`src/hdl/vmc_pkg.sv`:
```
// Shared types, constants and helpers for the vehicle motion classifier.
// No dependencies; every other file of the block uses this package.
package vmc_pkg;

  localparam int SPEED_W    = 16;
  localparam int HEADING_W  = 15;
  localparam int HTHR_W     = 14;
  localparam int INTERVAL_W = 20;
  localparam int CLASS_W    = 3;
  localparam int CFG_DATA_W = 32;
  localparam int CFG_ADDR_W = 5;

  // Heading wrap limits in 1/64 degree units, sized for a heading difference.
  localparam logic signed [HEADING_W+1:0] HALF_TURN = 17'sd11520;
  localparam logic signed [HEADING_W+1:0] FULL_TURN = 17'sd23040;

  typedef enum logic [CLASS_W-1:0] {
    CLS_UNKNOWN = 3'd0,
    CLS_STATIC  = 3'd1,
    CLS_MOVING  = 3'd2,
    CLS_ACCEL   = 3'd3,
    CLS_TURNING = 3'd4
  } class_t;

  typedef enum logic [2:0] {
    REG_SPEED_THR   = 3'd0,
    REG_HEADING_THR = 3'd1,
    REG_ACCEL_THR   = 3'd2,
    REG_INT_STATIC  = 3'd3,
    REG_INT_MOVING  = 3'd4,
    REG_INT_ACCEL   = 3'd5,
    REG_INT_TURNING = 3'd6
  } reg_idx_t;

  localparam logic [SPEED_W-1:0]    RST_SPEED_THR   = 16'd80;
  localparam logic [HTHR_W-1:0]     RST_HEADING_THR = 14'd1920;
  localparam logic [SPEED_W-1:0]    RST_ACCEL_THR   = 16'd160;
  localparam logic [INTERVAL_W-1:0] RST_INT_STATIC  = 20'd60000;
  localparam logic [INTERVAL_W-1:0] RST_INT_MOVING  = 20'd5000;
  localparam logic [INTERVAL_W-1:0] RST_INT_ACCEL   = 20'd2000;
  localparam logic [INTERVAL_W-1:0] RST_INT_TURNING = 20'd1000;

  typedef struct packed {
    logic [SPEED_W-1:0]    speed_thr;
    logic [HTHR_W-1:0]     heading_thr;
    logic [SPEED_W-1:0]    accel_thr;
    logic [INTERVAL_W-1:0] int_static;
    logic [INTERVAL_W-1:0] int_moving;
    logic [INTERVAL_W-1:0] int_accel;
    logic [INTERVAL_W-1:0] int_turning;
  } cfg_t;

  // Unknown and moving share the moving interval.
  function automatic logic [INTERVAL_W-1:0] interval_for(input class_t cls, input cfg_t cfg);
    logic [INTERVAL_W-1:0] iv;
    unique case (cls)
      CLS_TURNING: iv = cfg.int_turning;
      CLS_ACCEL:   iv = cfg.int_accel;
      CLS_STATIC:  iv = cfg.int_static;
      default:     iv = cfg.int_moving;
    endcase
    return iv;
  endfunction

endpackage

```
`src/hdl/vmc_in_if.sv`:
```
// Input channel of the motion classifier: one GPS sample per item.
// Depends on vmc_pkg for field widths.
interface vmc_in_if;
  logic                           valid;
  logic                           ready;
  logic                           fix_valid;
  logic                           speed_valid;
  logic [vmc_pkg::SPEED_W-1:0]    speed;
  logic                           heading_valid;
  logic [vmc_pkg::HEADING_W-1:0]  heading;

  modport source (output valid, fix_valid, speed_valid, speed, heading_valid, heading,
                  input ready);
  modport sink   (input valid, fix_valid, speed_valid, speed, heading_valid, heading,
                  output ready);
endinterface

```
`src/hdl/vmc_out_if.sv`:
```
// Result channel of the motion classifier: class, interval and average speed.
// Depends on vmc_pkg for field widths.
interface vmc_out_if;
  logic                           valid;
  logic                           ready;
  logic [vmc_pkg::CLASS_W-1:0]    motion_class;
  logic [vmc_pkg::INTERVAL_W-1:0] report_interval;
  logic                           window_ready;
  logic [vmc_pkg::SPEED_W-1:0]    average_speed;

  modport source (output valid, motion_class, report_interval, window_ready, average_speed,
                  input ready);
  modport sink   (input valid, motion_class, report_interval, window_ready, average_speed,
                  output ready);
endinterface

```
`src/hdl/vehicle_motion_classifier.sv`:
```
// Vehicle motion classifier, top level: config registers, core and average divider.
// Depends on vmc_pkg, vmc_in_if, vmc_out_if, vmc_cfg_regs, vmc_core, vmc_avg_div.
//
// Takes one GPS sample per cycle and returns one result per sample, in the cycle
// after the sample is accepted; a sample without a fix leaves the state alone and
// reports it as it is. Speed and heading windows of WINDOW entries are held in shift
// lines with a running speed sum, so each sample needs only the fixed taps at the
// window's end and the rate is set by the combinational path from the input through
// the sum update and the threshold compares into the result register. A new sample
// is taken in the same cycle that the previous result leaves, so samples flow back
// to back while the receiver keeps up; a result that waits holds the input off. The
// class stays unknown and the average speed reads 0 until WINDOW samples with a fix
// have arrived. Configuration must be written through the APB port while no sample
// is in flight; the block does not enforce it. No clearing pass follows reset.
module vehicle_motion_classifier #(
  parameter int WINDOW = 8
) (
  input  logic                              clk,
  input  logic                              rst_n,
  vmc_in_if.sink                            in_ch,
  vmc_out_if.source                         out_ch,
  input  logic                              psel,
  input  logic                              penable,
  input  logic                              pwrite,
  input  logic [vmc_pkg::CFG_ADDR_W-1:0]    paddr,
  input  logic [vmc_pkg::CFG_DATA_W-1:0]    pwdata,
  output logic [vmc_pkg::CFG_DATA_W-1:0]    prdata,
  output logic                              pready
);
  import vmc_pkg::*;

  localparam int SUM_W = SPEED_W + $clog2(WINDOW);

  cfg_t                  cfg;
  logic                  full;
  logic [SUM_W-1:0]      sum;
  logic [SPEED_W-1:0]    avg;

  vmc_cfg_regs u_cfg (
    .clk     (clk),
    .rst_n   (rst_n),
    .psel    (psel),
    .penable (penable),
    .pwrite  (pwrite),
    .paddr   (paddr),
    .pwdata  (pwdata),
    .prdata  (prdata),
    .pready  (pready),
    .cfg     (cfg)
  );

  vmc_core #(.WINDOW(WINDOW)) u_core (
    .clk          (clk),
    .rst_n        (rst_n),
    .cfg          (cfg),
    .in_ch        (in_ch),
    .out_ready    (out_ch.ready),
    .out_valid    (out_ch.valid),
    .out_class    (out_ch.motion_class),
    .out_interval (out_ch.report_interval),
    .out_full     (full),
    .out_sum      (sum)
  );

  vmc_avg_div #(.WINDOW(WINDOW)) u_div (
    .sum (sum),
    .avg (avg)
  );

  assign out_ch.window_ready  = full;
  assign out_ch.average_speed = full ? avg : '0;

endmodule

```
`src/hdl/vmc_cfg_regs.sv`:
```
// APB-style configuration registers: thresholds and report intervals.
// Depends on vmc_pkg for the register map and the cfg_t bundle.
module vmc_cfg_regs (
  input  logic                              clk,
  input  logic                              rst_n,
  input  logic                              psel,
  input  logic                              penable,
  input  logic                              pwrite,
  input  logic [vmc_pkg::CFG_ADDR_W-1:0]    paddr,
  input  logic [vmc_pkg::CFG_DATA_W-1:0]    pwdata,
  output logic [vmc_pkg::CFG_DATA_W-1:0]    prdata,
  output logic                              pready,
  output vmc_pkg::cfg_t                     cfg
);
  import vmc_pkg::*;

  cfg_t     cfg_r;
  reg_idx_t idx;
  logic     wr_en;

  assign idx    = reg_idx_t'(paddr[4:2]);
  assign wr_en  = psel && penable && pwrite;
  assign pready = 1'b1;
  assign cfg    = cfg_r;

  always_ff @(posedge clk) begin
    if (!rst_n) begin
      cfg_r.speed_thr   <= RST_SPEED_THR;
      cfg_r.heading_thr <= RST_HEADING_THR;
      cfg_r.accel_thr   <= RST_ACCEL_THR;
      cfg_r.int_static  <= RST_INT_STATIC;
      cfg_r.int_moving  <= RST_INT_MOVING;
      cfg_r.int_accel   <= RST_INT_ACCEL;
      cfg_r.int_turning <= RST_INT_TURNING;
    end else if (wr_en) begin
      unique case (idx)
        REG_SPEED_THR:   cfg_r.speed_thr   <= pwdata[SPEED_W-1:0];
        REG_HEADING_THR: cfg_r.heading_thr <= pwdata[HTHR_W-1:0];
        REG_ACCEL_THR:   cfg_r.accel_thr   <= pwdata[SPEED_W-1:0];
        REG_INT_STATIC:  cfg_r.int_static  <= pwdata[INTERVAL_W-1:0];
        REG_INT_MOVING:  cfg_r.int_moving  <= pwdata[INTERVAL_W-1:0];
        REG_INT_ACCEL:   cfg_r.int_accel   <= pwdata[INTERVAL_W-1:0];
        REG_INT_TURNING: cfg_r.int_turning <= pwdata[INTERVAL_W-1:0];
        default: ;  // drop writes past the last register
      endcase
    end
  end

  always_comb begin
    unique case (idx)
      REG_SPEED_THR:   prdata = CFG_DATA_W'(cfg_r.speed_thr);
      REG_HEADING_THR: prdata = CFG_DATA_W'(cfg_r.heading_thr);
      REG_ACCEL_THR:   prdata = CFG_DATA_W'(cfg_r.accel_thr);
      REG_INT_STATIC:  prdata = CFG_DATA_W'(cfg_r.int_static);
      REG_INT_MOVING:  prdata = CFG_DATA_W'(cfg_r.int_moving);
      REG_INT_ACCEL:   prdata = CFG_DATA_W'(cfg_r.int_accel);
      REG_INT_TURNING: prdata = CFG_DATA_W'(cfg_r.int_turning);
      default:         prdata = '0;
    endcase
  end

endmodule

```
`src/hdl/vmc_core.sv`:
```
// Sample windows, running speed sum, classification and result register.
// Depends on vmc_pkg and vmc_in_if; speed and heading windows are shift lines.
module vmc_core #(
  parameter int WINDOW = 8
) (
  input  logic                                           clk,
  input  logic                                           rst_n,
  input  vmc_pkg::cfg_t                                  cfg,
  vmc_in_if.sink                                         in_ch,
  input  logic                                           out_ready,
  output logic                                           out_valid,
  output logic [vmc_pkg::CLASS_W-1:0]                    out_class,
  output logic [vmc_pkg::INTERVAL_W-1:0]                 out_interval,
  output logic                                           out_full,
  output logic [vmc_pkg::SPEED_W+$clog2(WINDOW)-1:0]     out_sum
);
  import vmc_pkg::*;

  localparam int SUM_W = SPEED_W + $clog2(WINDOW);
  localparam int IDX_W = $clog2(WINDOW);
  localparam logic [IDX_W-1:0] IDX_LAST = IDX_W'(WINDOW - 1);
  localparam logic [SUM_W-1:0] WIN_L    = SUM_W'(WINDOW);

  // Entry 0 is the newest sample; entry WINDOW-1 leaves on the next write.
  logic [SPEED_W-1:0]   sw_r [WINDOW];
  logic [HEADING_W-1:0] hw_r [WINDOW];
  logic [SUM_W-1:0]     sum_r, sum_nxt;
  logic [IDX_W-1:0]     idx_r, idx_nxt;
  logic                 full_r, full_nxt;
  logic [HEADING_W-1:0] held_r, held_nxt;
  class_t               cls_r, cls_nxt;

  logic                 out_valid_r;
  logic [CLASS_W-1:0]   out_class_r;
  logic [INTERVAL_W-1:0] out_interval_r;
  logic                 out_full_r;
  logic [SUM_W-1:0]     out_sum_r;

  logic                 accept, step;
  logic [SPEED_W-1:0]   spd;
  logic [HEADING_W-1:0] hdg;
  logic [SUM_W-1:0]     sum_new, bound;
  logic                 full_new;
  logic signed [HEADING_W+1:0] hd0, hd1, hd2;
  logic signed [SPEED_W:0]     sd;
  logic [HEADING_W+1:0] hmag;
  logic [SPEED_W:0]     smag;
  class_t               cls_new;

  assign in_ch.ready = !out_valid_r || out_ready;
  assign accept      = in_ch.valid && in_ch.ready;
  assign step        = accept && in_ch.fix_valid;

  assign spd      = in_ch.speed_valid   ? in_ch.speed   : '0;
  assign hdg      = in_ch.heading_valid ? in_ch.heading : held_r;
  assign sum_new  = sum_r - SUM_W'(sw_r[WINDOW-1]) + SUM_W'(spd);
  assign full_new = full_r || (idx_r == IDX_LAST);
  assign bound    = SUM_W'(cfg.speed_thr) * WIN_L;

  // Oldest entry after this write sits one tap before the one leaving.
  assign hd0 = $signed({2'b00, hdg}) - $signed({2'b00, hw_r[WINDOW-2]});
  assign hd1 = (hd0 > HALF_TURN) ? hd0 - FULL_TURN : hd0;
  assign hd2 = (hd1 < -HALF_TURN) ? hd1 + FULL_TURN : hd1;
  assign hmag = hd2[HEADING_W+1] ? (HEADING_W+2)'(-hd2) : (HEADING_W+2)'(hd2);
  assign sd   = $signed({1'b0, spd}) - $signed({1'b0, sw_r[WINDOW-2]});
  assign smag = sd[SPEED_W] ? (SPEED_W+1)'(-sd) : (SPEED_W+1)'(sd);

  always_comb begin
    priority if ((sum_new > bound) && (hmag > (HEADING_W+2)'(cfg.heading_thr))) begin
      cls_new = CLS_TURNING;
    end else if (smag > (SPEED_W+1)'(cfg.accel_thr)) begin
      cls_new = CLS_ACCEL;
    end else if (sum_new >= bound) begin
      cls_new = CLS_MOVING;
    end else begin
      cls_new = CLS_STATIC;
    end
  end

  always_comb begin
    sum_nxt  = sum_r;
    idx_nxt  = idx_r;
    full_nxt = full_r;
    held_nxt = held_r;
    cls_nxt  = cls_r;
    if (step) begin
      sum_nxt  = sum_new;
      idx_nxt  = (idx_r == IDX_LAST) ? '0 : idx_r + 1'b1;
      full_nxt = full_new;
      held_nxt = hdg;
      if (full_new) begin
        cls_nxt = cls_new;
      end
    end
  end

  always_ff @(posedge clk) begin
    if (!rst_n) begin
      for (int i = 0; i < WINDOW; i++) begin
        sw_r[i] <= '0;
        hw_r[i] <= '0;
      end
      sum_r  <= '0;
      idx_r  <= '0;
      full_r <= 1'b0;
      held_r <= '0;
      cls_r  <= CLS_UNKNOWN;
    end else begin
      if (step) begin
        sw_r[0] <= spd;
        hw_r[0] <= hdg;
        for (int i = 1; i < WINDOW; i++) begin
          sw_r[i] <= sw_r[i-1];
          hw_r[i] <= hw_r[i-1];
        end
      end
      sum_r  <= sum_nxt;
      idx_r  <= idx_nxt;
      full_r <= full_nxt;
      held_r <= held_nxt;
      cls_r  <= cls_nxt;
    end
  end

  // Result register: every accepted item, fix or not, yields one result.
  always_ff @(posedge clk) begin
    if (!rst_n) begin
      out_valid_r <= 1'b0;
    end else if (accept) begin
      out_valid_r <= 1'b1;
    end else if (out_ready) begin
      out_valid_r <= 1'b0;
    end
  end

  always_ff @(posedge clk) begin
    if (accept) begin
      out_class_r    <= cls_nxt;
      out_interval_r <= interval_for(cls_nxt, cfg);
      out_full_r     <= full_nxt;
      out_sum_r      <= sum_nxt;
    end
  end

  assign out_valid    = out_valid_r;
  assign out_class    = out_class_r;
  assign out_interval = out_interval_r;
  assign out_full     = out_full_r;
  assign out_sum      = out_sum_r;

endmodule

```
`src/hdl/vmc_avg_div.sv`:
```
// Window average: speed sum divided by WINDOW through a reciprocal multiply.
// Depends on vmc_pkg for the speed width.
module vmc_avg_div #(
  parameter int WINDOW = 8
) (
  input  logic [vmc_pkg::SPEED_W+$clog2(WINDOW)-1:0] sum,
  output logic [vmc_pkg::SPEED_W-1:0]                avg
);
  import vmc_pkg::*;

  localparam int SUM_W = SPEED_W + $clog2(WINDOW);
  localparam int SHIFT = SUM_W + $clog2(WINDOW);
  localparam int MUL_W = SUM_W + 1;
  localparam int PROD_W = SUM_W + MUL_W;
  // Rounded-up reciprocal; exact floor for every sum below 2**SUM_W.
  localparam longint unsigned RECIP =
    ((longint'(1) << SHIFT) + longint'(WINDOW) - 1) / longint'(WINDOW);
  localparam logic [MUL_W-1:0] RECIP_L = MUL_W'(RECIP);

  logic [PROD_W-1:0] prod;

  assign prod = PROD_W'(sum) * PROD_W'(RECIP_L);
  assign avg  = prod[SHIFT+SPEED_W-1:SHIFT];

endmodule

```
`src/flat_wrapper.sv`:
```
// flat-port wrapper written by rule: the top's interface ports become plain ports
module vehicle_motion_classifier_flat import vmc_pkg::*;
#(
  parameter int WINDOW = 8
)
  (clk, rst_n, psel, penable, pwrite, paddr, pwdata, prdata, pready, in_ch_valid, in_ch_fix_valid, in_ch_speed_valid, in_ch_speed, in_ch_heading_valid, in_ch_heading, in_ch_ready, out_ch_valid, out_ch_motion_class, out_ch_report_interval, out_ch_window_ready, out_ch_average_speed, out_ch_ready);
  vmc_in_if in_ch_i ();
  vmc_out_if out_ch_i ();
  input  logic clk;
  input  logic rst_n;
  input  logic psel;
  input  logic penable;
  input  logic pwrite;
  input  logic [vmc_pkg::CFG_ADDR_W-1:0] paddr;
  input  logic [vmc_pkg::CFG_DATA_W-1:0] pwdata;
  output logic [vmc_pkg::CFG_DATA_W-1:0] prdata;
  output logic pready;
  input wire logic [$bits(in_ch_i.valid)-1:0] in_ch_valid;
  input wire logic [$bits(in_ch_i.fix_valid)-1:0] in_ch_fix_valid;
  input wire logic [$bits(in_ch_i.speed_valid)-1:0] in_ch_speed_valid;
  input wire logic [$bits(in_ch_i.speed)-1:0] in_ch_speed;
  input wire logic [$bits(in_ch_i.heading_valid)-1:0] in_ch_heading_valid;
  input wire logic [$bits(in_ch_i.heading)-1:0] in_ch_heading;
  output wire logic [$bits(in_ch_i.ready)-1:0] in_ch_ready;
  output wire logic [$bits(out_ch_i.valid)-1:0] out_ch_valid;
  output wire logic [$bits(out_ch_i.motion_class)-1:0] out_ch_motion_class;
  output wire logic [$bits(out_ch_i.report_interval)-1:0] out_ch_report_interval;
  output wire logic [$bits(out_ch_i.window_ready)-1:0] out_ch_window_ready;
  output wire logic [$bits(out_ch_i.average_speed)-1:0] out_ch_average_speed;
  input wire logic [$bits(out_ch_i.ready)-1:0] out_ch_ready;
  assign in_ch_i.valid = in_ch_valid;
  assign in_ch_i.fix_valid = in_ch_fix_valid;
  assign in_ch_i.speed_valid = in_ch_speed_valid;
  assign in_ch_i.speed = in_ch_speed;
  assign in_ch_i.heading_valid = in_ch_heading_valid;
  assign in_ch_i.heading = in_ch_heading;
  assign in_ch_ready = in_ch_i.ready;
  assign out_ch_valid = out_ch_i.valid;
  assign out_ch_motion_class = out_ch_i.motion_class;
  assign out_ch_report_interval = out_ch_i.report_interval;
  assign out_ch_window_ready = out_ch_i.window_ready;
  assign out_ch_average_speed = out_ch_i.average_speed;
  assign out_ch_i.ready = out_ch_ready;
  vehicle_motion_classifier #(.WINDOW(WINDOW)) u_core (.clk(clk), .rst_n(rst_n), .in_ch(in_ch_i), .out_ch(out_ch_i), .psel(psel), .penable(penable), .pwrite(pwrite), .paddr(paddr), .pwdata(pwdata), .prdata(prdata), .pready(pready));
endmodule
```
`config.mk`:
```
export PLATFORM = sky130hd
export DESIGN_NAME = vehicle_motion_classifier_flat
export DESIGN_NICKNAME = d
export VERILOG_FILES = /design/src/hdl/vmc_pkg.sv /design/src/hdl/vmc_in_if.sv /design/src/hdl/vmc_out_if.sv /design/src/hdl/vehicle_motion_classifier.sv /design/src/hdl/vmc_cfg_regs.sv /design/src/hdl/vmc_core.sv /design/src/hdl/vmc_avg_div.sv /design/src/flat_wrapper.sv
export SDC_FILE = /design/constraint.sdc
export NUM_CORES = 1
export LEC_CHECK = 0
export ABC_AREA = 1
export BUFFER_PORTS_ARGS = -buffer_cell sky130_fd_sc_hd__buf_2
export CAP_MARGIN = 15
export CORE_MARGIN = 4
export CORE_UTILIZATION = 55
export CTS_CLUSTER_DIAMETER = 60
export CTS_CLUSTER_SIZE = 40
export DETAILED_ROUTE_END_ITERATION = 7
export PLACE_DENSITY_LB_ADDON = 0.1
export SKIP_LAST_GASP = 1
export SLEW_MARGIN = 20
export SYNTH_ARGS = -nofsm -noshare
export SYNTH_HDL_FRONTEND = slang
export SYNTH_SLANG_ARGS = --single-unit
```
`constraint.sdc`:
```
create_clock -name clk -period 20.3 [get_ports clk]
set_clock_uncertainty 0.1 [all_clocks]
set_input_delay 4.06 -clock clk [delete_from_list [all_inputs] [get_ports clk]]
set_output_delay 4.06 -clock clk [all_outputs]
set_load 0.05 [all_outputs]
```
After elaboration in Yosys (flattened, before gate mapping)
Memories as Yosys holds them, arrays and structs flattened.
Cells that the tools add are included.
{ "totals": {"in_bits": 78, "mem_count": 2, "rom_bits": 0, "reg_bits": 211, "latch_bits": 0, "ramBits": 248, "wordCells": 116, "out_inout_bits": 75} }
{ "memory_table": {"columns": ["name", "depth", "width", "read_ports", "rd_clocked_by_memory_dff", "write_ports", "line", "text"], "rows": [
  ["u_core.u_core.sw_r", 8, 16, 8, 0, 8, "vmc_core.sv:25", "logic [SPEED_W-1:0] sw_r [WINDOW];"],
  ["u_core.u_core.hw_r", 8, 15, 7, 0, 8, "vmc_core.sv:26", "logic [HEADING_W-1:0] hw_r [WINDOW];"]
]} }
{ "op_classes": {"order_cmp": 6, "eq_ne": 10, "addsub": 9, "div_mod_pow": 0, "muxes": 39, "shift": 0, "mul": 0, "reduce_logical": 17, "bitwise_logic": 16} }
{ "ops": {"columns": ["operator", "count"], "rows": [
  ["16-bit 2-to-1 mux", 10],
  ["20-bit one-hot mux with 7 select lines", 1],
  ["15-bit 2-to-1 mux", 9],
  ["17-bit 2-to-1 mux", 4],
  ["20-bit one-hot mux with 3 select lines", 1],
  ["17-bit negation", 2],
  ["19-bit by 16-bit adder with 19-bit output", 1],
  ["19-bit greater-or-equal comparator", 1],
  ["19-bit > comparator", 1],
  ["19-bit 2-to-1 mux", 1],
  ["19-bit by 16-bit subtractor with 19-bit output", 1],
  ["17-bit by 16-bit adder with 17-bit output, second input constant", 1],
  ["17-bit by 14-bit > comparator with 1-bit output", 1],
  ["17-bit by 16-bit > comparator with 1-bit output", 1],
  ["17-bit by 15-bit < comparator with 1-bit output, second input constant", 1],
  ["16-bit by 16-bit subtractor with 17-bit output", 1],
  ["16-bit by 16-bit subtractor with 17-bit output, second input constant", 1],
  ["16-bit by 15-bit > comparator with 1-bit output, second input constant", 1],
  ["1-bit bitwise OR", 16],
  ["15-bit by 15-bit subtractor with 16-bit output", 1],
  ["3-bit equality test, second input constant", 5],
  ["2-bit AND reduction", 7],
  ["3-bit 2-to-1 mux", 4],
  ["3-bit by 2-bit equality test with 1-bit output, second input constant", 3],
  ["9 further kinds", 22]
]} }

Depth between registers and ports, before layout
{ "depth": {"depth_word": 15, "ltp_mapped": 52, "mapped_depth_nobuf": 51} }

Modules after synthesis
A second synthesis with hierarchy kept.
{ "unflattened": {"cells_unflattened": 3137, "hier_area_um2": 24767.5} }
{ "modules_own_cells": {"columns": ["module", "cells_each", "area_each_um2", "seq_area_each_um2", "n_inst"], "rows": [
  ["vmc_core", 2110, 18205.0, 9128.8, 1],
  ["vmc_cfg_regs", 977, 6278.5, 2522.4, 1],
  ["vehicle_motion_classifier", 34, 163.9, 0.0, 1],
  ["vmc_avg_div", 16, 120.1, 0.0, 1]
]} }

Worst setup path after synthesis
OpenSTA, ideal clock, no wires.
{ "synth_timing": {"path_kind": "in2reg", "start": "input out_ch_ready", "end": "memory u_core.u_core.hw_r[0][0] (enable)", "path_slack_ns": 8.735, "t_required_ns": 19.592, "t_arrival_ns": 10.857, "path_buffers": 0, "path_stages": 6, "setup_time_ns": 0.608, "path_cell_list": "inv_1 -> nand2_1 -> nand2_1 -> inv_1 -> nand2_1 -> nand2_1"} }
{ "synth_rtl": {"columns": ["item", "line", "text"], "rows": [
  ["from (decl)", "flat_wrapper.sv:30", "input wire logic [$bits(out_ch_i.ready)-1:0] out_ch_ready;"],
  ["to (decl)", "vmc_core.sv:26", null]
]} }

Worst setup path in the final report
{ "layout_timing": {"start": "input in_ch_heading_valid", "end": "register u_core.u_core.out_interval_r[13], in the netlist u_core.u_core.out_interval[13], data pin"} }
{ "layout_between": {"elab_chain_len": 15, "elab_cells_between_ends": 19, "cone_classes": "add/sub (4); order compare (3); eq/ne (3); mux (8); reduce/logical (1)"} }
{ "layout_lines": {"columns": ["item", "line", "text"], "rows": [
  ["from (decl)", "flat_wrapper.sv:22", "input wire logic [$bits(in_ch_i.heading_valid)-1:0] in_ch_heading_valid;"],
  ["15-bit 2-to-1 mux *", "vmc_core.sv:55", "assign hdg = in_ch.heading_valid ? in_ch.heading : held_r;"],
  ["15-bit by 15-bit subtractor with 16-bit output *", "vmc_core.sv:61", "assign hd0 = $signed({2'b00, hdg}) - $signed({2'b00, hw_r[WINDOW-2]});"],
  ["16-bit by 16-bit subtractor with 17-bit output / 16-bit by 15-bit > comparator with 1-bit output (equally long branches)", "vmc_core.sv:62", "assign hd1 = (hd0 > HALF_TURN) ? hd0 - FULL_TURN : hd0;"],
  ["17-bit 2-to-1 mux *", "vmc_core.sv:62", null],
  ["17-bit by 16-bit adder with 17-bit output / 17-bit by 15-bit < comparator with 1-bit output (equally long branches)", "vmc_core.sv:63", "assign hd2 = (hd1 < -HALF_TURN) ? hd1 + FULL_TURN : hd1;"],
  ["17-bit 2-to-1 mux *", "vmc_core.sv:63", null],
  ["17-bit negation", "vmc_core.sv:64", "assign hmag = hd2[HEADING_W+1] ? (HEADING_W+2)'(-hd2) : (HEADING_W+2)'(hd2);"],
  ["17-bit 2-to-1 mux *", "vmc_core.sv:64", null],
  ["17-bit by 14-bit > comparator with 1-bit output *", "vmc_core.sv:69", "priority if ((sum_new > bound) && (hmag > (HEADING_W+2)'(cfg.heading_thr))) begin"],
  ["1-bit logical AND *", "vmc_core.sv:69", null],
  ["3-bit 2-to-1 mux *", "vmc_core.sv:69", null],
  ["3-bit 2-to-1 mux *", "vmc_core.sv:91", "if (full_new) begin"],
  ["3-bit 2-to-1 mux *", "vmc_core.sv:86", "if (step) begin"],
  ["3-bit by 1-bit equality test with 1-bit output, or another cell as far along", "vmc_pkg.sv:56", "unique case (cls)"],
  ["20-bit one-hot mux with 3 select lines *", "vmc_pkg.sv:56", null],
  ["to (signal assigned)", "vmc_core.sv:139", "out_interval_r <= interval_for(cls_nxt, cfg);"],
  ["to (decl)", "vmc_core.sv:35", "logic [INTERVAL_W-1:0] out_interval_r;"]
]} }
Mark *: on every way between the ends. The rest lies on a longest branch, timed or not.
A chain may end at the register's enable or synchronous reset.

==> metrics.md <==
| Metric | Value |
|---|---|
| Post-layout min period | 12.06 ns |
| Max-Cap Viols | 0 |
| Number of global-route vias before repair | between 15,000 and 20,000 |
| Cells after synthesis | about 2,800 |
| Met2 usage | 0.3865 |
| Cell Area, Synth | approximately 0.023 mm² |
| Seq cells post-synth | around 440 |
| CTS resizes | 0 |
| CTS Buffer Depth | 3 |
| Largest net degree at the start of global routing | 100 |
| Area contributors post-synth | edfxtp_1 (35%), dfxtp_1 (14%), inv_1 (8.8%), nand2_1 (7.6%), nor2_1 (6.4%) |
| Ports | ~150 |
| TritonCTS Buffers | 35 |
| Total number of vias | around 18,000 |
| Final net count | slightly above 3,000 |
| Clk pin slew, worst setup/hold paths | 0.09 ns |
| Critical Path Fanout Max | 30 |
| Clock latency at the later pin of the worst-skew pair | ~0.58 ns |
| Leakage | 12.09 nW |
| Final Hold Fails | 0 |
| Final instance area | about 0.026 mm² |
| Largest stage delay on the critical path | between 0.8 and 0.9 ns |
| Pwr per Cell Area | 98.83 mW/mm² |
| Antenna Diode Count | 0 |
| Crit path max-delay cell type | nor2_4 |
| CP Capture Type | flip-flop |
| Global-route wire length before repair | 88,410 µm |
| Post-DP HPWL | between 30,000 and 40,000 µm |
| Peak Freq | about 83 MHz |
| Yosys cell types | 58 |
| Core Area | approximately 0.042 mm² |
| Data arrival time of the critical path | roughly 12 ns |
| Initial antenna violation count | 0 |
| Gpl congestion | slightly below 0.9 |
| CTS root buffer | clkbuf_16 |
| R2R Setup Slk | ~12 ns |
| Wire length per cell | about 16 µm |
| Cell taking the most area after synthesis | edfxtp_1 |
| Yosys top cell area share | 0.3502 |
| RSZ-0062 raised after global routing | no |
| Seq/Total Area, Yosys | 0.4939 |
| CP Data Required Time | just over 20 ns |
| GRT Overall Usage | 0.2361 |
| Total gr overflow | 0 |
| Via-to-Cell Ratio | roughly 5.3 |
| Worst path most repeated cell | nand2_1 |
| Share of post-route cells with drive strength above 1 | 0.09917 |
| Synth-to-Final Area Change | 9.424% |
| Max_slew headroom | 0.2209 |
| Initial Utilization | 0.5568 |
| Final WL | around 55,000 µm |
| Slew Limit Fails | 0 |
| Setup crit start kind | input pin |
| Synthesis Warnings | 0 |
| Period utilization | 0.5942 |
| Outcome | finished clean |
| CTS tree | done |
| Row Count | 75 |
| Htree depth | 2 |
| DRT Pass-1 Iters | 5 |
| M1 GR Usage | 0.3183 |
| Post-CTS setup buffers | 0 |
| Met3 usage | 0.03613 |
| # DRC | 0 |
| Worst-margin pin slew | approximately 1.2 ns |
| Min-Delay Path Class | reg2reg |
| Buffers on Ports | about 130 |
| # hold bufs at CTS | 0 |
| Die Y | 214.3 µm |
| Die width | about 210 µm |
| Die ar. | roughly 0.046 mm² |
| Worst IR Drop VDD | approximately 81 µV |
| Grt peak-use layer | met2 |
| Count of final setup violators | 0 |
| Total Power | 2.531 mW |
| Post-route ant nets | 0 |
| Initial DRC Count | about 1,400 |
| Fin Setup TNS | 0 ns |
| CTS sink cnt | 441 |
| Post-DP Area | about 0.024 mm² |
| Post-Syn Area per Cell | 8.405 µm² |
| CP Class | in2reg |
[flip-flops by register name, summed over array words and instances (netlist names), named ones only]
register,cells
u_core.u_core.hw_r,105
u_core.u_core.idx_r,3
u_core.u_core.sw_r,128
u_core.u_cfg.cfg,126
u_core.u_core.out_class,3
u_core.u_core.out_full,1
u_core.u_core.sum_r,16
u_core.u_core.out_valid,1
u_core.u_core.held_r,15
u_core.u_core.full_r,1
u_core.u_core.out_sum,16
u_core.u_core.out_interval,20
u_core.u_core.cls_r,3
[synthesized netlist by cell type, drive strengths merged]
library cell,number
or3,1
a21boi,2
a31oi,3
a221o,1
a221oi,13
nor3b,1
o21bai,6
edfxtp,273
a22o,6
clkinv,5
xnor2,14
nand4,59
clkbuf,80
nor3,15
a31o,15
nand3,105
a22oi,9
ha,103
dfxtp,168
o221ai,5
o31ai,1
inv,555
o2111ai,9
o211ai,19
and2,1
a21oi,146
o21a,3
o2111a,1
or2,6
buf,35
o211a,1
nand3b,5
a211oi,2
a21o,3
conb,2
o22ai,10
fa,18
nor4,2
o21ai,132
nor2,404
nand2,496
xor2,50
[layer usage]
layer / vias up / wire, µm
met2: 581 / 25440
met3: 128 / 3446
met5: - / 0
li1: 9044 / -
met1: 8359 / 24290
met4: 0 / 2245
[through the flow]
stage / hold slack (ns) / util / setup slack (ns) / instances
2_1_floorplan: 0.3441 / - / 8.735 / 2796
3_3_place_gp: 0.3532 / 0.5790 / 7.917 / 3360
3_5_place_dp: 0.3668 / 0.5790 / 7.805 / 3360
4_1_cts: 0.3790 / 0.6090 / 8.359 / 3423
5_1_grt: 0.3999 / 0.6093 / 7.645 / 3423
6_report: 0.3817 / 0.6093 / 8.237 / 3423
[layout by cell type, fill, tap and decap left out, types with 15 or more instances in the layout]
master,count
a21oi_1,144
a31o_2,15
buf_2,124
buf_4,16
clkbuf_16,37
dfxtp_1,168
edfxtp_1,273
fa_1,18
ha_1,103
inv_1,549
nand2_1,475
nand2_2,16
nand3_1,77
nand3_2,27
nand4_1,59
nor2_1,397
o211ai_1,19
o21ai_0,132
xor2_1,49
[path summary, 6_finish.rpt]
check,cells past startpoint,to,start
max,48,u_core.u_core.out_interval[13],in_ch_heading_valid
min,2,u_core.u_cfg.cfg[68],u_core.u_cfg.cfg[68]
max reg2reg,48,u_core.u_core.out_interval[13],u_core.u_core.held_r[0]
min reg2reg,2,u_core.u_cfg.cfg[68],u_core.u_cfg.cfg[68]
[critical path, delay by kind of cell]
family / cells / cell delay [ns]
AOI/OAI and AO/OA: 7 / 1.16
xor gates and xnor gates: 2 / 0.43
adders and majority gates: 5 / 1.26
buffers and inverters: 7 / 0.83
and+or+nand+nor: 27 / 4.50
[final cells by class]
type / count / area, µm²
Clock buffer: 40 / 947.2
Inverter: 560 / 2107
Multi-Input combinational cell: 1680 / 9266
Clock inverter: 23 / 316.6
Sequential cell: 441 / 11560
Fill cell: 3676 / 16430
Tap cell: 539 / 674.4
Timing Repair Buffer: 140 / 740.7
[kinds of logic after synthesis]
kind of cell	Yosys count	share of synthesized area
buf+inv	675	0.1132
simple gates	1095	0.2007
other cells	2	0.0003208
xor+xnor	64	0.02427
fa+ha+maj	121	0.07045
compound gates	387	0.09712
flops	441	0.4939
[power breakdown]
part           switching (mW)  internal, mW
combinational           0.491         0.263
clock                   0.368         0.386
sequential             0.0180          1.01
total                   0.877          1.65
Power figures use the tool's default switching activity.
